==> src/hw/rtl/nas_pkg.sv <==
`default_nettype none

package nas_pkg;

    // Frame geometry
    localparam int MAX_WIDTH     = 1024;
    localparam int MAX_HEIGHT    = 4096;
    localparam int SAMPLE_BITS   = 16;
    localparam int COL_BITS      = $clog2(MAX_WIDTH);
    localparam int WIDTH_BITS    = 11;
    localparam int HEIGHT_BITS   = 13;
    localparam int OUT_ROW_BITS  = 12;
    localparam int IN_ROW_BITS   = 13;

    // Configuration port
    localparam int CFG_IDX_BITS  = 2;
    localparam int CFG_DATA_BITS = 13;
    localparam logic [CFG_IDX_BITS-1:0] CFG_FRAME_WIDTH  = CFG_IDX_BITS'(0);
    localparam logic [CFG_IDX_BITS-1:0] CFG_FRAME_HEIGHT = CFG_IDX_BITS'(1);

    // Arithmetic widths: eight-term sum, biased dividend, reciprocal, product
    localparam int SUM_BITS   = SAMPLE_BITS + 3;
    localparam int DVD_BITS   = SAMPLE_BITS + 4;
    localparam int RECIP_BITS = 21;
    localparam int PROD_BITS  = DVD_BITS + RECIP_BITS;

    // Bias d * 2^16 makes the dividend non-negative; reciprocals ceil(2^k / d)
    localparam logic [DVD_BITS-1:0] BIAS_3 = DVD_BITS'(3 * (1 << SAMPLE_BITS));
    localparam logic [DVD_BITS-1:0] BIAS_5 = DVD_BITS'(5 * (1 << SAMPLE_BITS));
    localparam logic [DVD_BITS-1:0] BIAS_8 = DVD_BITS'(8 * (1 << SAMPLE_BITS));
    localparam int SHIFT_3 = 22;
    localparam int SHIFT_5 = 23;
    localparam int SHIFT_8 = 23;
    localparam logic [RECIP_BITS-1:0] RECIP_3 = RECIP_BITS'(((1 << SHIFT_3) + 2) / 3);
    localparam logic [RECIP_BITS-1:0] RECIP_5 = RECIP_BITS'(((1 << SHIFT_5) + 4) / 5);
    localparam logic [RECIP_BITS-1:0] RECIP_8 = RECIP_BITS'((1 << SHIFT_8) / 8);

    // Result queue
    localparam int FIFO_DEPTH    = 8;
    localparam int FIFO_PTR_BITS = $clog2(FIFO_DEPTH);
    localparam int FIFO_CNT_BITS = FIFO_PTR_BITS + 1;

    // Number of in-frame neighbours
    typedef enum logic [1:0] {
        CNT_3,
        CNT_5,
        CNT_8
    } t_nbr_cnt;

    // Border flags travelling with an item into the window stage
    typedef struct packed {
        logic     ex_top;
        logic     ex_bot;
        logic     ex_left;
        logic     ex_right;
        t_nbr_cnt cnt;
        logic     last;
    } t_win_ctrl;

    // What the divider needs besides the sum
    typedef struct packed {
        t_nbr_cnt cnt;
        logic     last;
    } t_div_ctrl;

    // One line memory word: both earlier rows of a column
    typedef struct packed {
        logic [SAMPLE_BITS-1:0] upper;
        logic [SAMPLE_BITS-1:0] middle;
    } t_line_word;

    // One queued result
    typedef struct packed {
        logic                   last;
        logic [SAMPLE_BITS-1:0] value;
    } t_out_entry;

endpackage

`default_nettype wire

==> src/hw/rtl/nas_out_fifo.sv <==
`default_nettype none

module nas_out_fifo import nas_pkg::*; (
    input  logic                   i_clk,
    input  logic                   i_rst_n,
    input  logic                   i_reserve,
    output logic                   o_room,
    input  logic                   i_push,
    input  logic [SAMPLE_BITS-1:0] i_push_value,
    input  logic                   i_push_last,
    output logic                   o_valid,
    input  logic                   i_ready,
    output logic [SAMPLE_BITS-1:0] o_value,
    output logic                   o_last
);

    t_out_entry               r_buf [FIFO_DEPTH];
    logic [FIFO_PTR_BITS-1:0] r_wr_ptr;
    logic [FIFO_PTR_BITS-1:0] r_rd_ptr;
    logic [FIFO_CNT_BITS-1:0] r_count;
    logic [FIFO_CNT_BITS-1:0] r_credit;
    logic [FIFO_CNT_BITS-1:0] n_count;
    logic [FIFO_CNT_BITS-1:0] n_credit;
    logic                     w_pop;

    assign w_pop = (r_count != '0) && i_ready;

    // credits cover results in flight plus queued ones
    always_comb begin
        n_count  = r_count + FIFO_CNT_BITS'(i_push) - FIFO_CNT_BITS'(w_pop);
        n_credit = r_credit + FIFO_CNT_BITS'(i_reserve) - FIFO_CNT_BITS'(w_pop);
    end

    always_ff @(posedge i_clk) begin
        if (!i_rst_n) begin
            r_wr_ptr <= '0;
            r_rd_ptr <= '0;
            r_count  <= '0;
            r_credit <= '0;
        end else begin
            r_count  <= n_count;
            r_credit <= n_credit;
            if (i_push) begin
                r_wr_ptr <= r_wr_ptr + FIFO_PTR_BITS'(1);
            end
            if (w_pop) begin
                r_rd_ptr <= r_rd_ptr + FIFO_PTR_BITS'(1);
            end
        end
    end

    // storage
    always_ff @(posedge i_clk) begin
        if (i_push) begin
            r_buf[r_wr_ptr] <= '{last: i_push_last, value: i_push_value};
        end
    end

    assign o_room  = r_credit < FIFO_CNT_BITS'(FIFO_DEPTH);
    assign o_valid = r_count != '0;
    assign o_value = r_buf[r_rd_ptr].value;
    assign o_last  = r_buf[r_rd_ptr].last;

endmodule

`default_nettype wire

==> config.mk <==
export PLATFORM = sky130hd
export DESIGN_NAME = nas_out_fifo
export DESIGN_NICKNAME = d
export VERILOG_FILES = /design/src/hw/rtl/nas_pkg.sv /design/src/hw/rtl/nas_out_fifo.sv
export SDC_FILE = /design/constraint.sdc
export NUM_CORES = 1
export LEC_CHECK = 0
export BUFFER_PORTS_ARGS = -buffer_cell sky130_fd_sc_hd__buf_2
export CAP_MARGIN = 20
export CORE_MARGIN = 4
export CORE_UTILIZATION = 60
export CTS_BUF_LIST = sky130_fd_sc_hd__clkbuf_16
export DETAILED_ROUTE_END_ITERATION = 10
export PLACE_DENSITY = 0.83
export SYNTH_ARGS = -nofsm -noshare
export SYNTH_HDL_FRONTEND = slang
export SYNTH_SLANG_ARGS = --single-unit
export TNS_END_PERCENT = 20
==> constraint.sdc <==
create_clock -name i_clk -period 2.7 [get_ports i_clk]
set_input_delay 0.405 -clock i_clk [delete_from_list [all_inputs] [get_ports i_clk]]
set_output_delay 0.405 -clock i_clk [all_outputs]
set_load 0.03 [all_outputs]
* Word-level counts from Yosys, hierarchy flattened
Memory sizes are Yosys's and may differ from the RTL's. A register that Yosys moved wholly into a read port is not among the register bits. Index checks and enable logic that the tools add are counted.
Operators by class: add/subtract/negate cells 6, $lt $le $gt $ge 1, mux-type cells 4, reductions and logical operators 2
Operator list (number):
- $add 4x1->4 | 2
- $sub 4x1->4 | 2
- $add 3x1->3 const B | 2
- $mux 3 | 2
- $lt 4x4->1 const B | 1
- $reduce_bool 4->1 | 1
- $mux 1 | 2
- $logic_and 1x1->1 | 1
Word-level totals: register bits 14, memory bits (writable) 136, input port bits 22, output and inout bits 19, word-level logic and storage cells 18, memories 1
Memories:
- r_buf | depth 8, bits a word 17, read ports 1, clocked after Yosys merged registers in 1, write ports 1, line nas_out_fifo.sv:17 | t_out_entry r_buf [FIFO_DEPTH];

* Longest topological paths before layout
depth after elaboration 4, depth in mapped cells 10, gate-level depth less buffers 10

* Worst setup path after synthesis
No wires, ideal clock.
path kind reg2reg, from reg r_count[2], to reg r_credit[1], library setup time 0.115 ns, arrival 2.119 ns, required time 2.585 ns, slack 0.466 ns, stages on the path, launching flop included 9, path buffers 0, period minus slack after synthesis 2.234 ns, cell sequence dfxtp_1 -> inv_1 -> ha_1 -> or3b_2 -> nand2_2 -> xnor2_1 -> ha_1 -> fa_1 -> and2_1
Between the ends: longest elaborated chain between the ends 3
RTL lines:
- start: declaration | line nas_out_fifo.sv:20 | logic [FIFO_CNT_BITS-1:0] r_count;
- start signal: assignment | line nas_out_fifo.sv:41 | r_count <= n_count;
- $reduce_bool 4->1
- net o_valid | line nas_out_fifo.sv:11 | output logic o_valid,
- $logic_and 1x1->1 | line nas_out_fifo.sv:26 | assign w_pop = (r_count != '0) && i_ready;
- $sub 4x1->4 | line nas_out_fifo.sv:31 | n_credit = r_credit + FIFO_CNT_BITS'(i_reserve) - FIFO_CNT_BITS'(w_pop);
- net n_credit[1] | line nas_out_fifo.sv:23 | logic [FIFO_CNT_BITS-1:0] n_credit;
- end signal: assignment | line nas_out_fifo.sv:42 | r_credit <= n_credit;
- end: declaration | line nas_out_fifo.sv:21 | logic [FIFO_CNT_BITS-1:0] r_credit;
The timed path passes the listed nets, and every way through them passes these cells. A chain may end at the register's enable or synchronous reset.

==> metrics <==
outcome=completed; CP Launch Type=flop; worst vdd ir=0.000599 V; Worst-path clk slew=0.06 ns; RD Place Congestion=0.731; vias in the first global route=3043; Initial DRC Count=198; R2R setup slack=0.44 ns; Leakage=0.00248 µW; sequential cell area fraction in the yosys report=72.7%; total grt overflow=0; crit path DAT=2.18 ns; Worst Hold Depth=1; met3 Use GR=5.98%; met1 Use GR=27.7%; vias post-DR=2950; CTS Root Cell=clkbuf_16; worst skew pair latency=0.41 ns; PD cells=880 nW/µm²; area delta synth->final=16.9%; Post-DP Area=6540 µm²; Post-synth EDFFs=136; number of diodes=0; Core ar.=9820 µm²; CTS tree=yes; design area=7110 µm²; PortBufs=40; Setup Crit Path Kind=reg2out; Die Y=109 µm; Main synth FF type=edfxtp_1; post-synth cell types=27; drt drc=0; Synth Register Bits=153; nature of the critical path endpoint=primary output; CTS Hold Buffers Added=0; crit share post-route=95.8%; HP Class=in2reg; worst slew pin tran=0.687 ns; row count=36; CP Data Required Time=2.30 ns; initial antenna violation count=1; Mapped Cells=293; final wirelength=10900 µm; FF-to-FF path depth=9; RSZ-0062 raised after global routing=false; TritonCTS Buffers=17; worst hold margin=0.261 ns; DR WL/cell=21.8 µm; final hold vios=0; syn_nets=326; Synth warnings=0; Pre-antenna DRT Iters=4; met2 Use GR=31.2%; max_cap viols=0; share of cells above drive strength 1=31.6%; Rel. slew slack=54.0%; Mean Syn Cell Area=20.8 µm²; Synth Cell Area=6090 µm²; postcts setup bufs=0; remaining antenna violation count after routing=0; reg2reg start=r_count[2]$_SDFF_PN0_; Hold Path Sink=r_buf[1][3]$_DFFE_PP_; most common cell after layout, fill and taps aside=edfxtp_1; clock sinks=153; Clock Skew=0.0125 ns; worst r2r dst=r_credit[2]$_SDFF_PN0_; NumNets Final=387; min cycle time layout=2.59 ns; fmax=387 MHz; post-CTS resize count=0; Boundary Pins=41; Detailed Place HPWL=6400 µm; Die Span X=109 µm; vias per inst=5.90; DIE AREA=11800 µm²; final setup violation count=0; H-Tree Depth=4; first-pass GRT wire length=17000 µm; Slew Limit Fails=0; Top Usage Layer GRT=met2; All-Layer GR Usage=20.3%; Hold Path Origin=i_push_value[3]; Sum Neg Setup Slack=0 ns; Crit Path Max Fanout=18; Starting Density=62.0%; commonest non-fill, non-tap cells in the layout=edfxtp_1, buf_2, mux4_1; CTS max path bufs=2; largest net degree at the start of global routing=35; Async SR Flop Fraction=0%
==> logic make-up (layout without fill, tap and decap cells) <==
kind of cell	count (synthesis)	after routing	share of synthesized area, %
adder cells (fa/ha/maj)	11	11	2.51
flip-flops	153	153	72.7
AND/OR/NAND/NOR	40	40	3.21
multiplexers	60	60	18.7
buffers and inverters	19	93	1.69
XOR/XNOR	6	6	0.863
AO/OA/AOI/OAI	4	4	0.370
==> sequential cells by signal, summed over array words and instances, names as in the netlist, named ones only <==
register / count
r_wr_ptr: 3
r_buf: 136
r_credit: 4
r_count: 4
r_rd_ptr: 3
==> worst max-delay path: stages (launching register included) <==
cell and delay, ns:
dfxtp_2 0.34, buf_4 0.31, mux4_1 0.64, mux2_2 0.30
buf_2 0.18
==> worst max-delay path by stage <==
| stage | startpoint | endpoint | slack, ns |
|---|---|---|---|
| after floorplan | r_count[2]$_SDFF_PN0_ | r_credit[1]$_SDFF_PN0_ | 0.47 |
| after global placement | r_count[2]$_SDFF_PN0_ | r_credit[1]$_SDFF_PN0_ | 0.55 |
| after detailed placement | r_count[2]$_SDFF_PN0_ | r_credit[1]$_SDFF_PN0_ | 0.47 |
| after CTS | flop | o_value[7] | 0.09 |
| after global routing | flop | o_value[7] | 0.04 |
| final | flop | o_value[7] | 0.11 |
==> synthesized netlist by cell type, drive strengths merged, types with 5 or more instances <==
cell    count  area share [%]
edfxtp    136              67
mux4       34              14
dfxtp      17             5.6
mux2       17             3.1
nor2       13            0.80
ha          9             1.8
mux2i       9             1.5
nand2       9            0.60
inv         8            0.49
buf         6            0.88
nand2b      6            0.62
clkbuf      5            0.31
==> per-layer routing <==
metal / wire length, µm / part of all wire (%)
met1: 4390 / 40
met2: 5580 / 51
met3: 708 / 6.5
met4: 185 / 1.7
met5: 13 / 0.12
==> cell type report <==
| type | instances | area, µm² |
|---|---|---|
| Tap cell | 133 | 166 |
| Timing Repair Buffer | 53 | 348 |
| Clock buffer | 17 | 425 |
| Multi-Input combinational cell | 121 | 1570 |
| Clock inverter | 15 | 148 |
| Inverter | 8 | 30.0 |
| Sequential cell | 153 | 4430 |
| Fill cell | 593 | 2710 |
==> where the power goes <==
group          leakage [µW]  switching, µW  internal (µW)  total (µW)
combinational      0.000832            675            555        1230
sequential          0.00138           79.8           2700        2780
clock              0.000273            893           1360        2250
total               0.00248           1650           4610        6260
==> stage by stage <==
stage / util, % / power, µW / setup slack, ns / cells
6_report: 72.4 / 6260 / 0.114 / 500
5_1_grt: 72.4 / 6540 / 0.0393 / 500
4_1_cts: 72.4 / 6320 / 0.0873 / 500
3_5_place_dp: 66.6 / 4060 / 0.468 / 468
3_3_place_gp: 66.6 / 4010 / 0.546 / 468
2_1_floorplan: - / 3740 / 0.466 / 293
Power figures use the tool's default switching activity.
