==> config.mk <==
export PLATFORM = sky130hd
export DESIGN_NAME = nas_divider
export DESIGN_NICKNAME = d
export VERILOG_FILES = /design/src/hw/rtl/nas_pkg.sv /design/src/hw/rtl/nas_divider.sv
export SDC_FILE = /design/constraint.sdc
export NUM_CORES = 1
export LEC_CHECK = 0
export ABC_AREA = 1
export BUFFER_PORTS_ARGS = -buffer_cell sky130_fd_sc_hd__buf_4
export CAP_MARGIN = 20
export CORE_MARGIN = 2
export CORE_UTILIZATION = 55
export CTS_CLUSTER_SIZE = 10
export DETAILED_ROUTE_END_ITERATION = 8
export GPL_ROUTABILITY_DRIVEN = 0
export PLACE_DENSITY = 0.86
export SLEW_MARGIN = 20
export SYNTH_ARGS = -nofsm -noshare
export SYNTH_HDL_FRONTEND = slang
export SYNTH_SLANG_ARGS = --single-unit
==> constraint.sdc <==
create_clock -name i_clk -period 6.5 [get_ports i_clk]
set_input_delay 0 -clock i_clk [delete_from_list [all_inputs] [get_ports i_clk]]
set_output_delay 0 -clock i_clk [all_outputs]
set_load 0.02 [all_outputs]
==> src/hw/rtl/nas_pkg.sv <==
`default_nettype none

package nas_pkg;

    // Frame geometry
    localparam int MAX_WIDTH     = 1024;
    localparam int MAX_HEIGHT    = 4096;
    localparam int SAMPLE_BITS   = 16;
    localparam int COL_BITS      = $clog2(MAX_WIDTH);
    localparam int WIDTH_BITS    = 11;
    localparam int HEIGHT_BITS   = 13;
    localparam int OUT_ROW_BITS  = 12;
    localparam int IN_ROW_BITS   = 13;

    // Configuration port
    localparam int CFG_IDX_BITS  = 2;
    localparam int CFG_DATA_BITS = 13;
    localparam logic [CFG_IDX_BITS-1:0] CFG_FRAME_WIDTH  = CFG_IDX_BITS'(0);
    localparam logic [CFG_IDX_BITS-1:0] CFG_FRAME_HEIGHT = CFG_IDX_BITS'(1);

    // Arithmetic widths: eight-term sum, biased dividend, reciprocal, product
    localparam int SUM_BITS   = SAMPLE_BITS + 3;
    localparam int DVD_BITS   = SAMPLE_BITS + 4;
    localparam int RECIP_BITS = 21;
    localparam int PROD_BITS  = DVD_BITS + RECIP_BITS;

    // Bias d * 2^16 makes the dividend non-negative; reciprocals ceil(2^k / d)
    localparam logic [DVD_BITS-1:0] BIAS_3 = DVD_BITS'(3 * (1 << SAMPLE_BITS));
    localparam logic [DVD_BITS-1:0] BIAS_5 = DVD_BITS'(5 * (1 << SAMPLE_BITS));
    localparam logic [DVD_BITS-1:0] BIAS_8 = DVD_BITS'(8 * (1 << SAMPLE_BITS));
    localparam int SHIFT_3 = 22;
    localparam int SHIFT_5 = 23;
    localparam int SHIFT_8 = 23;
    localparam logic [RECIP_BITS-1:0] RECIP_3 = RECIP_BITS'(((1 << SHIFT_3) + 2) / 3);
    localparam logic [RECIP_BITS-1:0] RECIP_5 = RECIP_BITS'(((1 << SHIFT_5) + 4) / 5);
    localparam logic [RECIP_BITS-1:0] RECIP_8 = RECIP_BITS'((1 << SHIFT_8) / 8);

    // Result queue
    localparam int FIFO_DEPTH    = 8;
    localparam int FIFO_PTR_BITS = $clog2(FIFO_DEPTH);
    localparam int FIFO_CNT_BITS = FIFO_PTR_BITS + 1;

    // Number of in-frame neighbours
    typedef enum logic [1:0] {
        CNT_3,
        CNT_5,
        CNT_8
    } t_nbr_cnt;

    // Border flags travelling with an item into the window stage
    typedef struct packed {
        logic     ex_top;
        logic     ex_bot;
        logic     ex_left;
        logic     ex_right;
        t_nbr_cnt cnt;
        logic     last;
    } t_win_ctrl;

    // What the divider needs besides the sum
    typedef struct packed {
        t_nbr_cnt cnt;
        logic     last;
    } t_div_ctrl;

    // One line memory word: both earlier rows of a column
    typedef struct packed {
        logic [SAMPLE_BITS-1:0] upper;
        logic [SAMPLE_BITS-1:0] middle;
    } t_line_word;

    // One queued result
    typedef struct packed {
        logic                   last;
        logic [SAMPLE_BITS-1:0] value;
    } t_out_entry;

endpackage

`default_nettype wire

==> src/hw/rtl/nas_divider.sv <==
`default_nettype none

module nas_divider import nas_pkg::*; (
    input  logic                       i_clk,
    input  logic                       i_rst_n,
    input  logic                       i_valid,
    input  logic signed [SUM_BITS-1:0] i_sum,
    input  t_div_ctrl                  i_ctrl,
    output logic                       o_valid,
    output logic [SAMPLE_BITS-1:0]     o_value,
    output logic                       o_last
);

    logic                         r_a_valid;
    t_div_ctrl                    r_a_ctrl;
    logic [PROD_BITS-1:0]         r_prod;
    logic                         r_b_valid;
    logic [SAMPLE_BITS-1:0]       r_value;
    logic                         r_last;

    logic [DVD_BITS-1:0]          w_bias;
    logic [RECIP_BITS-1:0]        w_recip;
    logic signed [DVD_BITS:0]     w_dvd_ext;
    logic [DVD_BITS-1:0]          w_dvd;
    logic [SAMPLE_BITS-1:0]       w_quot;

    // constants for the divisor
    always_comb begin
        unique case (i_ctrl.cnt)
            CNT_3: begin
                w_bias  = BIAS_3;
                w_recip = RECIP_3;
            end
            CNT_5: begin
                w_bias  = BIAS_5;
                w_recip = RECIP_5;
            end
            CNT_8: begin
                w_bias  = BIAS_8;
                w_recip = RECIP_8;
            end
            default: begin
                w_bias  = BIAS_8;
                w_recip = RECIP_8;
            end
        endcase
    end

    // biased dividend is non-negative, so floor division becomes a plain quotient
    assign w_dvd_ext = (DVD_BITS + 1)'(i_sum) + $signed({1'b0, w_bias});
    assign w_dvd     = w_dvd_ext[DVD_BITS-1:0];

    // stage A: reciprocal multiply
    always_ff @(posedge i_clk) begin
        if (!i_rst_n) begin
            r_a_valid <= 1'b0;
        end else begin
            r_a_valid <= i_valid;
        end
    end

    always_ff @(posedge i_clk) begin
        if (i_valid) begin
            r_a_ctrl <= i_ctrl;
            r_prod   <= PROD_BITS'(w_dvd) * PROD_BITS'(w_recip);
        end
    end

    // stage B: take the quotient; removing the 2^16 bias leaves the low bits unchanged
    always_comb begin
        unique case (r_a_ctrl.cnt)
            CNT_3:   w_quot = r_prod[SHIFT_3 +: SAMPLE_BITS];
            CNT_5:   w_quot = r_prod[SHIFT_5 +: SAMPLE_BITS];
            CNT_8:   w_quot = r_prod[SHIFT_8 +: SAMPLE_BITS];
            default: w_quot = r_prod[SHIFT_8 +: SAMPLE_BITS];
        endcase
    end

    always_ff @(posedge i_clk) begin
        if (!i_rst_n) begin
            r_b_valid <= 1'b0;
        end else begin
            r_b_valid <= r_a_valid;
        end
    end

    always_ff @(posedge i_clk) begin
        if (r_a_valid) begin
            r_value <= w_quot;
            r_last  <= r_a_ctrl.last;
        end
    end

    assign o_valid = r_b_valid;
    assign o_value = r_value;
    assign o_last  = r_last;

endmodule

`default_nettype wire

Yosys cells after proc, flatten, opt, wreduce, memory -nomap -nowiden
Cells that the tools add are included.
Word-level totals
  flip-flop bits (word level): 61
  latch bits: 0
  bits in writable memories: 0
  memory bits (read-only): 0
  output and inout port bits: 18
  memories kept: 0
Cells by class
  add/subtract/negate cells: 1
  multipliers: 1
  div/mod/pow operators: 0
  order comparisons: 0
  equality and inequality tests: 1
  shift-type cells: 0
  muxes and demuxes: 3
  bitwise gates (word level): 0
  reductions and logical operators: 2
Operators by type and width (count)
  case mux 20 bit (2 select lines): 2
  multiplier 20 x 21 -> 39 bit: 1
  adder 19 x 20 -> 20 bit: 1
  2-to-1 mux 16 bit: 1
  zero test 2 bit: 2
  equality test 2 x 1 -> 1 bit, second input constant: 1

Depth between registers and ports, before layout
Gate-level depths: netlist (run 1).
  word-level depth: 4
  mapped depth: 33
  depth with buffers taken out: 32

Least setup slack after synthesis (run 1)
No wires, ideal clock.
  path kind: input-to-reg
  start: in i_ctrl[1] (netlist name)
  end: reg r_prod[38], data pin
  arrival time: 5.936 ns
  setup slack: 0.311 ns
  stages on the path: 27
  path through: inv_2 nand2_4 buf_1 inv_1 ha_1 nand3_1 nand2_1 xor2_2 nor2_1 fa_1 fa_1 inv_1 fa_1 fa_1 fa_1 fa_1 fa_1 inv_1 ha_1 nand2_1 nor2_1 nand2_1 nor4_2 and3_1 nor2_1 nand2_2 nand2_2
On the way
  cells in the longest elaborated chain, start to end: 4
  elaborated cells on any way between the ends: 6
  classes of those cells: 1 x add/sub; 1 x mul; 1 x eq/ne; 2 x mux; 1 x reduce/logical
Ends and longest elaborated chain
  from (decl): RTL line nas_divider.sv:8  | input t_div_ctrl i_ctrl,
  equality test 2 x 1 -> 1 bit or zero test 2 bit (tied branches): RTL line nas_divider.sv:29  | unique case (i_ctrl.cnt)
  case mux 20 bit (2 select lines): RTL line nas_divider.sv:29
  adder 19 x 20 -> 20 bit: RTL line nas_divider.sv:50  | assign w_dvd_ext = (DVD_BITS + 1)'(i_sum) + $signed({1'b0, w_bias});
  multiplier 20 x 21 -> 39 bit (*): RTL line nas_divider.sv:65  | r_prod <= PROD_BITS'(w_dvd) * PROD_BITS'(w_recip);
  to (signal assigned): RTL line nas_divider.sv:65
  to (decl): RTL line nas_divider.sv:16  | logic [PROD_BITS-1:0] r_prod;
Every way passes the cells marked *; elsewhere a longest branch is shown, timed or not.
A chain may end at the register's enable or synchronous reset.

Worst setup path after layout (run 1)
  start: in i_ctrl[1] (netlist name)
  end: reg r_prod[36], data pin
Same word-level chain as after synthesis.

==> results of run 1 <==
worst max-delay path, stage by stage:
cell	delay, ns
sky130_fd_sc_hd__buf_4	0.12
sky130_fd_sc_hd__inv_2	0.17
sky130_fd_sc_hd__nor2_1	0.10
sky130_fd_sc_hd__ha_1	0.33
sky130_fd_sc_hd__a21oi_1	0.14
sky130_fd_sc_hd__nand2_1	0.09
sky130_fd_sc_hd__xor2_2	0.17
sky130_fd_sc_hd__nor2_1	0.13
sky130_fd_sc_hd__inv_1	0.07
sky130_fd_sc_hd__fa_1	0.41
sky130_fd_sc_hd__inv_1	0.10
sky130_fd_sc_hd__fa_1	0.47
sky130_fd_sc_hd__fa_1	0.50
sky130_fd_sc_hd__fa_1	0.50
sky130_fd_sc_hd__inv_1	0.06
sky130_fd_sc_hd__fa_1	0.54
sky130_fd_sc_hd__inv_1	0.06
sky130_fd_sc_hd__fa_1	0.49
sky130_fd_sc_hd__ha_1	0.31
sky130_fd_sc_hd__ha_1	0.36
sky130_fd_sc_hd__nand2_1	0.18
sky130_fd_sc_hd__inv_1	0.06
sky130_fd_sc_hd__a21boi_0	0.19
sky130_fd_sc_hd__o21ai_0	0.19
sky130_fd_sc_hd__a21oi_1	0.23
sky130_fd_sc_hd__nand3_1	0.10
sky130_fd_sc_hd__nand2_1	0.06
sky130_fd_sc_hd__nand2_1	0.05
registers in the layout, indices dropped and copies added (netlist names):
name / count
o_last: 1
r_a_valid: 1
r_a_ctrl: 3
o_value: 16
o_valid: 1
r_prod: 17
layer usage:
layer  wire [microns]  global-route usage  vias to the layer above  part of all wire
met2            12890              0.4963                      370              0.50
met1             9282              0.3354                     3773              0.36
met3             1725             0.03682                      112             0.067
li1                 -                   -                     3618                 -
met5                0                   0                        -                 0
met4             1719              0.1453                        0             0.067
kinds of logic (layout without fill, tap and decap cells):
family	Yosys count	after routing
DFF	39	39
AOI/OAI and AO/OA	106	106
xor gates and xnor gates	15	15
buffers and inverters	334	394
other	0	1
and+or+nand+nor	313	313
muxes	2	2
adders and majority gates	341	341
stage by stage:
step	cells	hold WS, ns	utilization	TNS, ns	area, sq um
CTS	1438	0.06776	0.6091	0	10980
floorplan	1150	0.09345	-	0	10150
finish	1440	0.08077	0.6120	0	11030
global route	1440	0.07320	0.6120	-0.005023	11030
detailed placement	1428	0.1804	0.6002	-0.01950	10820
global placement	1428	0.1783	0.6002	0	10820
synth_stat cells, drive strengths merged (5+ instances only):
| cell | n | area share |
|---|---|---|
| nor2 | 131 | 0.053 |
| xnor2 | 5 | 0.0062 |
| edfxtp | 37 | 0.11 |
| o21ai | 35 | 0.018 |
| a21oi | 52 | 0.026 |
| fa | 180 | 0.36 |
| nand2 | 145 | 0.059 |
| nand3 | 19 | 0.0094 |
| o21bai | 6 | 0.0044 |
| nand4 | 6 | 0.0037 |
| inv | 327 | 0.12 |
| xor2 | 10 | 0.0094 |
| ha | 161 | 0.20 |
| nor3 | 5 | 0.0025 |
area by class of cell:
type / count / area (sq um)
Antenna cell: 1 / 2.502
Clock buffer: 5 / 125.1
Clock inverter: 3 / 15.01
Fill cell: 1418 / 6993
Inverter: 327 / 1227
Multi-Input combinational cell: 777 / 7776
Sequential cell: 39 / 1151
Tap cell: 229 / 286.5
Timing Repair Buffer: 59 / 447.9
timing repair:
action / 4_1_cts / 5_1_grt
gates resized for setup: 0 / 12
endpoints found under the setup margin: 0 / 10
hold buffers: 2 / 0
hold endpoints to repair: 3 / 0
buffers inserted: 0 / 1
final timing paths:
path                     from           to  slack, ns  depth (start not counted)
setup / recovery    i_ctrl[1]   r_prod[36]       0.32                         28
hold / removal      i_ctrl[1]  r_a_ctrl[1]       0.08                          2
setup reg to reg  r_a_ctrl[2]  o_value[15]       5.07                          3
hold reg to reg   r_a_ctrl[0]       o_last       0.44                          0
==> impl_metrics.toml, run 1 <==
[floorplanning]
initial_core_util = 0.5629
total_die_area_sq_um = 19550
fp.dieH_microns = 139.8
chipWidth_microns = 139.8
fp.coreArea_sq_um = 18020
std_cell_rows = 49
boundaryPins = 43

[sta]
min_period_ns = 6.175
postLayoutSetupSlackWorst_ns = 0.3247
layout_worst_path_cycle_share = 0.9500
slew_headroom = 0.4795
hold_viol = 0
fmax_mhz = 161.9
worst_pin_slew_ns = 0.7797
setup_viol = 0
final.setup_skew_ns = 0.002099
timing.final.max_slew_violations = 0

[synthesis]
synthCells = 1150
total_standard_cell_area_after_synthesis_sq_um = 10150
avgSynthCellArea_sq_um = 8.823
post_synth_mux_area_share = 0.002220
synth_compound_area_frac = 0.05747
synth-adder-area-share = 0.5537
share_of_flip_flops_with_an_asynchronous_set_or_reset_after_synthesis = 0
synth.net_count = 1516
unique_cell_type_count_in_the_yosys_netlist = 40
synth-simple-area-share = 0.1333
synthFlopType = "sky130_fd_sc_hd__edfxtp_1"
synth_top_family_by_area = "adder cells"
ys_warn_count = 0
yosysSeqAreaShare = 0.1135
synth.ff_latch_count = 39
synth-edff-count = 37
post_synth_xor_area_fraction = 0.01554

[worst_setup_path]
setup.worst_path.end_class = "register"
cp.required_ns = 6.53
arrival_time_reported_for_the_critical_path_endpoint_ns = 6.20
setup.worst_path.class = "in2reg"
crit_path_max_fanout = 5
critPathLaunchType = "input pin"

[grt]
grt_start_max_net_pins = 31
global_route.usage.total = 0.2809
antenna_found_initial = 1
globalRoute.totalOverflow = 0
grt_pass1_vias = 8777
first_pass_grt_wire_length_mm = 43.19

[final_layout]
area_growth_syn_to_layout_pct = 8.731
drive_above_1_share = 0.08926
num-nets-final = 1575
most-common-layout-cells = "sky130_fd_sc_hd__inv_1, sky130_fd_sc_hd__fa_1, sky130_fd_sc_hd__ha_1"
final_common_cell = "sky130_fd_sc_hd__inv_1"

[min_path]
worstHoldPathType = "in2reg"

[clocking]
clk_pin_slew_ns = 0.06
cts.htree.levels = 2
clock_insertion_delay_worst_skew_ns = 0.28
cts_tree = "done"
tritoncts.num_buffers = 5
root_buffer = "sky130_fd_sc_hd__clkbuf_16"
cts_max_path_buffers = 2
clock-sinks = 39

[drt]
antenna_left = 0
post-route-drc-count = 0
detailroute.via_count = 7873
post_drt_via_cell_ratio = 5.467
drt-pass1-iter-count = 6
drt_iter0_drc = 762
totalWireLength_mm = 25.61
routedWlPerCell_microns = 17.79

[placement]
buffer_ports.inserted = 42
pre_cts_slack_ns = -0.01950
place.detailed.hpwl_mm = 22.91

[status]
outcome = "finished, final reports clean"

[flow_run]
cap_violations = 0
Power of run 1 is not shown: default switching activity piles up to over one toggle a cycle in this logic, so the estimate is an artifact.
==> run 2, diff against run 1 <==
RECOVER_POWER = 50   (was not set)
==> impl_metrics.toml, run 2 (synthesis results as in run 1) <==
[clocking]
clock-sinks = 39
clock_insertion_delay_worst_skew_ns = 0.28
cts.htree.levels = 2
root_buffer = "sky130_fd_sc_hd__clkbuf_16"
clk_pin_slew_ns = 0.06
cts_tree = "done"
cts_max_path_buffers = 2
tritoncts.num_buffers = 5

[drt]
drt_iter0_drc = 708
antenna_left = 0
detailroute.via_count = 7883
post_drt_via_cell_ratio = 5.474
drt-pass1-iter-count = 5
post-route-drc-count = 0
totalWireLength_mm = 25.71
routedWlPerCell_microns = 17.85

[sta]
min_period_ns = 6.199
setup_viol = 0
final.setup_skew_ns = 0.003717
fmax_mhz = 161.3
hold_viol = 0
slew_headroom = 0.1935
timing.final.max_slew_violations = 0
worst_pin_slew_ns = 1.210
layout_worst_path_cycle_share = 0.9537

[worst_setup_path]
crit_path_max_fanout = 10
cp.required_ns = 6.53
arrival_time_reported_for_the_critical_path_endpoint_ns = 6.23
critPathLaunchType = "input pin"
rr_worst_depth = 3
setup.worst_path.end_class = "register"
setup.worst_path.class = "in2reg"

[final_layout]
instances_no_fill = 1440
largest_register_ff_count = 17
most-common-layout-cells = "sky130_fd_sc_hd__inv_1, sky130_fd_sc_hd__fa_1, sky130_fd_sc_hd__ha_1"
n_fill_cell = 1440
final_common_cell = "sky130_fd_sc_hd__inv_1"
top_register = "r_prod"
num-nets-final = 1575
area_growth_syn_to_layout_pct = 7.954
drive_above_1_share = 0.07190
stdcell_area_sq_um = 10950

[grt]
antenna_found_initial = 1
grt_pass1_vias = 8777
first_pass_grt_wire_length_mm = 43.19
globalRoute.totalOverflow = 0
global_route.usage.total = 0.2809
grt_start_max_net_pins = 31

[placement]
place.detailed.hpwl_mm = 22.91
buffer_ports.inserted = 42
placed_cells = 1428
placed_instance_area_sq_um = 10820

[floorplanning]
fp.dieH_microns = 139.8
initial_core_util = 0.5629
total_die_area_sq_um = 19550
boundaryPins = 43
std_cell_rows = 49
chipWidth_microns = 139.8
fp.coreArea_sq_um = 18020

[flow_run]
cap_violations = 0

[status]
outcome = "finished, final reports clean"

[min_path]
cell_count_of_the_worst_hold_path = 2
worstHoldPathType = "in2reg"
[run 2: worst paths after layout]
kind / from / to / slack, ns
worst max-delay path: i_ctrl[1] / r_prod[36] / 0.30
worst min-delay path: i_ctrl[1] / r_a_ctrl[1] / 0.25
worst max register to register: r_a_ctrl[2] / o_value[15] / 4.49
worst min register to register: r_a_ctrl[0] / o_last / 0.44
[run 2: cell type report]
type	instances	area, sq um	area share
multi-input combinational	777	7776	0.7100
inverter	327	1227	0.1121
sequential	39	1151	0.1051
timing repair buffer	59	369.1	0.03370
tap	229	286.5	0.02616
clock buffer	5	125.1	0.01142
clock inverter	3	15.01	0.001371
antenna	1	2.502	0.0002285
[run 2: through the flow]
step	worst slack (ns)	util	hold WS, ns	setup TNS, ns
after floorplan	0.3110	-	0.09345	0
after global placement	0.08213	0.6002	0.1783	0
after detailed placement	-0.01950	0.6002	0.1804	-0.01950
after CTS	0.2034	0.6091	0.06776	0
after global routing	-0.005023	0.6077	0.2235	-0.005023
final	0.3010	0.6077	0.2464	0
[run 2: what timing repair did]
| item | in CTS | in global routing |
|---|---|---|
| endpoints found under the setup margin | 0 | 10 |
| buffers inserted | 0 | 1 |
| gates resized for setup | 0 | 12 |
| hold buffers | 2 | 0 |
| hold endpoints to repair | 3 | 0 |
[run 2: critical path: stages]
cell                      delay, ns
sky130_fd_sc_hd__buf_4         0.12
sky130_fd_sc_hd__inv_2         0.16
sky130_fd_sc_hd__nor2_1        0.10
sky130_fd_sc_hd__buf_4         0.16
sky130_fd_sc_hd__inv_2         0.16
sky130_fd_sc_hd__buf_4         0.25
sky130_fd_sc_hd__nor2_1        0.11
sky130_fd_sc_hd__fa_1          0.48
sky130_fd_sc_hd__fa_1          0.66
sky130_fd_sc_hd__fa_1          0.49
sky130_fd_sc_hd__fa_1          0.52
sky130_fd_sc_hd__inv_1         0.06
sky130_fd_sc_hd__fa_1          0.48
sky130_fd_sc_hd__inv_1         0.06
sky130_fd_sc_hd__fa_1          0.50
sky130_fd_sc_hd__fa_1          0.44
sky130_fd_sc_hd__ha_1          0.34
sky130_fd_sc_hd__a21oi_1       0.22
sky130_fd_sc_hd__o21ai_0       0.20
sky130_fd_sc_hd__a21oi_1       0.19
sky130_fd_sc_hd__o21ai_0       0.17
sky130_fd_sc_hd__nand2_1       0.13
sky130_fd_sc_hd__nand3_1       0.08
sky130_fd_sc_hd__nand2_1       0.06
sky130_fd_sc_hd__nand2_1       0.06
[run 2: routing by layer]
layer,GRT usage,part of all wire,vias to the layer above
met5,0,0,-
met4,0.1453,0.067,0
met3,0.03682,0.067,104
met2,0.4963,0.50,360
met1,0.3354,0.36,3795
li1,-,-,3624
Power of run 2 is left out for the same reason.
==> run 3, diff against run 2 <==
ABC_AREA = not set   (was 1)
==> impl_metrics.toml, run 3 <==
[status]
outcome = "complete, but fails checks"
failing_checks = "setup timing"

[grt]
grt_start_max_net_pins = 22
grt_pass1_vias = 7711
first_pass_grt_wire_length_mm = 38.04
global_route.usage.total = 0.2748
globalRoute.totalOverflow = 0
antenna_found_initial = 0

[final_layout]
most-common-layout-cells = "sky130_fd_sc_hd__inv_1, sky130_fd_sc_hd__fa_1, sky130_fd_sc_hd__ha_1"
final_common_cell = "sky130_fd_sc_hd__inv_1"
drive_above_1_share = 0.2016
largest_register_ff_count = 17
n_fill_cell = 1132
instances_no_fill = 1217
count_of_inserted_antenna_diode_cells = 0
num-nets-final = 1362
top_register = "r_prod"
area_growth_syn_to_layout_pct = 17.05
stdcell_area_sq_um = 10870

[synthesis]
synthCells = 878
synth.ff_latch_count = 39
synthFlopType = "sky130_fd_sc_hd__edfxtp_1"
total_standard_cell_area_after_synthesis_sq_um = 9289
yosysTopAreaCellShare = 0.3879
library_cell_occupying_the_most_area_in_the_post_synthesis_netlist = "sky130_fd_sc_hd__fa_1"
synth-edff-count = 37
avgSynthCellArea_sq_um = 10.58
area_contributors_post_synth = "sky130_fd_sc_hd__fa_1, sky130_fd_sc_hd__ha_1, sky130_fd_sc_hd__edfxtp_1"
unique_cell_type_count_in_the_yosys_netlist = 45
share_of_flip_flops_with_an_asynchronous_set_or_reset_after_synthesis = 0
ys_warn_count = 0
synth.most_common_cell = "sky130_fd_sc_hd__inv_1"
yosysSeqAreaShare = 0.1239
synth.net_count = 1244
synth.top_cells.by_count = "sky130_fd_sc_hd__inv_1, sky130_fd_sc_hd__fa_1, sky130_fd_sc_hd__ha_1, sky130_fd_sc_hd__edfxtp_1, sky130_fd_sc_hd__nor2_1"

[sta]
holdWs_ns = 0.1277
fmax_mhz = 150.8
worst_pin_slew_ns = 0.7816
layout_worst_path_cycle_share = 1.020
min_period_ns = 6.630
hold_viol = 0
final.setup_skew_ns = 0.006145
slew_headroom = 0.4782
postLayoutSetupSlackWorst_ns = -0.1299
timing.final.max_slew_violations = 0
setup_repair_after_global_routing_missed_its_margin = "yes"
setup_viol = 5

[placement]
placed_cells = 1203
place.detailed.hpwl_mm = 20.18
placed_instance_area_sq_um = 10390
buffer_ports.inserted = 42

[worst_setup_path]
cp.required_ns = 6.64
crit_path_max_fanout = 5
crit_reg_reg_endpoint = "o_value[6]"
critPathLaunchType = "input pin"
setup.worst_path.class = "in2reg"
rr_worst_depth = 2
arrival_time_reported_for_the_critical_path_endpoint_ns = 6.77
setup.worst_path.end_class = "register"
reg2reg_setup_slack_ns = 4.83
crit-reg2reg-launch = "r_a_ctrl[2]"

[clocking]
root_buffer = "sky130_fd_sc_hd__clkbuf_16"
clock-sinks = 39
tritoncts.num_buffers = 5
cts_tree = "done"
clock_insertion_delay_worst_skew_ns = 0.28
cts.htree.levels = 2
cts_max_path_buffers = 2
clk_pin_slew_ns = 0.06

[floorplanning]
initial_core_util = 0.5621
total_die_area_sq_um = 17940
fp.dieH_microns = 134.0
boundaryPins = 43
fp.coreArea_sq_um = 16520
chipWidth_microns = 134.0
std_cell_rows = 47

[min_path]
worstHoldPathType = "in2reg"
cell_count_of_the_worst_hold_path = 1
hp-start = "i_valid"
min_to = "r_prod[37]"

[drt]
post_drt_via_cell_ratio = 5.505
drt-pass1-iter-count = 4
detailroute.via_count = 6700
post-route-drc-count = 0
totalWireLength_mm = 23.71
antenna_left = 0
drt_iter0_drc = 527
routedWlPerCell_microns = 19.48

[flow_run]
cap_violations = 0
run 3: cell types whose count changed after synthesis, moves of 13 or more:
cell and change:
sky130_fd_sc_hd__mux2_2 +14, sky130_fd_sc_hd__nand2_1 -112, sky130_fd_sc_hd__and2_1 +14, sky130_fd_sc_hd__nor2_1 -95
sky130_fd_sc_hd__o21ai_0 -25, sky130_fd_sc_hd__xnor2_1 +13, sky130_fd_sc_hd__nor2b_1 +20, sky130_fd_sc_hd__a21oi_1 -35
sky130_fd_sc_hd__inv_1 -53
run 3: cell type report:
type / count / area, sq um / share of cell area
inverter: 268 / 1006 / 0.09252
timing repair buffer: 119 / 898.4 / 0.08262
tap: 220 / 275.3 / 0.02532
clock inverter: 3 / 43.79 / 0.004028
clock buffer: 5 / 125.1 / 0.01151
multi-input combinational: 563 / 7373 / 0.6781
sequential: 39 / 1151 / 0.1059
run 3: kinds of logic (layout without fill, tap and decap cells):
group	Yosys count	in the layout	synth area share
adders and majority gates	341	341	0.6048
buffers and inverters	276	395	0.1115
and+or+nand+nor	119	119	0.06708
AOI/OAI and AO/OA	63	63	0.05065
DFF	39	39	0.1239
xor gates and xnor gates	24	24	0.02263
muxes	16	16	0.01940
run 3: worst max-delay path by stage:
stage	from	to	slack [ns]
4_1_cts	i_ctrl[2]	r_prod[36]	0.003
5_1_grt	i_ctrl[2]	r_prod[33]	-0.24
6_report	i_ctrl[2]	r_prod[33]	-0.13
2_1_floorplan	i_ctrl[2]	r_prod[36]	0.04
3_3_place_gp	i_ctrl[2]	r_prod[28]	-0.15
3_5_place_dp	i_ctrl[2]	r_prod[36]	-0.34
run 3: worst max-delay path, stage by stage:
cell	delay, ns
sky130_fd_sc_hd__buf_4	0.14
sky130_fd_sc_hd__nor2_2	0.14
sky130_fd_sc_hd__ha_1	0.25
sky130_fd_sc_hd__a21o_1	0.21
sky130_fd_sc_hd__a21oi_2	0.15
sky130_fd_sc_hd__xor2_1	0.26
sky130_fd_sc_hd__nor2_2	0.11
sky130_fd_sc_hd__fa_1	0.53
sky130_fd_sc_hd__fa_1	0.52
sky130_fd_sc_hd__inv_1	0.06
sky130_fd_sc_hd__fa_1	0.59
sky130_fd_sc_hd__fa_1	0.47
sky130_fd_sc_hd__fa_1	0.53
sky130_fd_sc_hd__fa_1	0.45
sky130_fd_sc_hd__fa_1	0.50
sky130_fd_sc_hd__inv_1	0.04
sky130_fd_sc_hd__ha_2	0.27
sky130_fd_sc_hd__a21o_1	0.16
sky130_fd_sc_hd__a21oi_1	0.17
sky130_fd_sc_hd__o221ai_1	0.17
sky130_fd_sc_hd__nor2_1	0.16
sky130_fd_sc_hd__o21ai_2	0.14
sky130_fd_sc_hd__a2111oi_1	0.54
sky130_fd_sc_hd__nand3b_1	0.19
run 3: metal layers:
metal,share of wire,track usage,up-vias
li1,-,-,2958
met1,0.37,0.3132,3358
met2,0.51,0.4915,273
met3,0.048,0.04308,111
met4,0.072,0.1560,0
met5,0,0,-
run 3: repair_timing:
action / CTS / global route
buffers inserted: 0 / 4
endpoints found under the hold margin: 3 / 0
hold buffers: 2 / 0
pin swaps: 5 / 28
gates resized for setup: 6 / 53
endpoints found under the setup margin: 10 / 17
run 3: stage by stage:
stage               setup TNS, ns  utilization  worst slack (ns)
floorplan                       0            -           0.04229
global placement           -1.436       0.6286           -0.1483
detailed placement         -3.625       0.6286           -0.3439
CTS                             0       0.6421          0.003121
global route               -1.887       0.6580           -0.2353
finish                    -0.2270       0.6580           -0.1299
Power of run 3 is left out for the same reason.
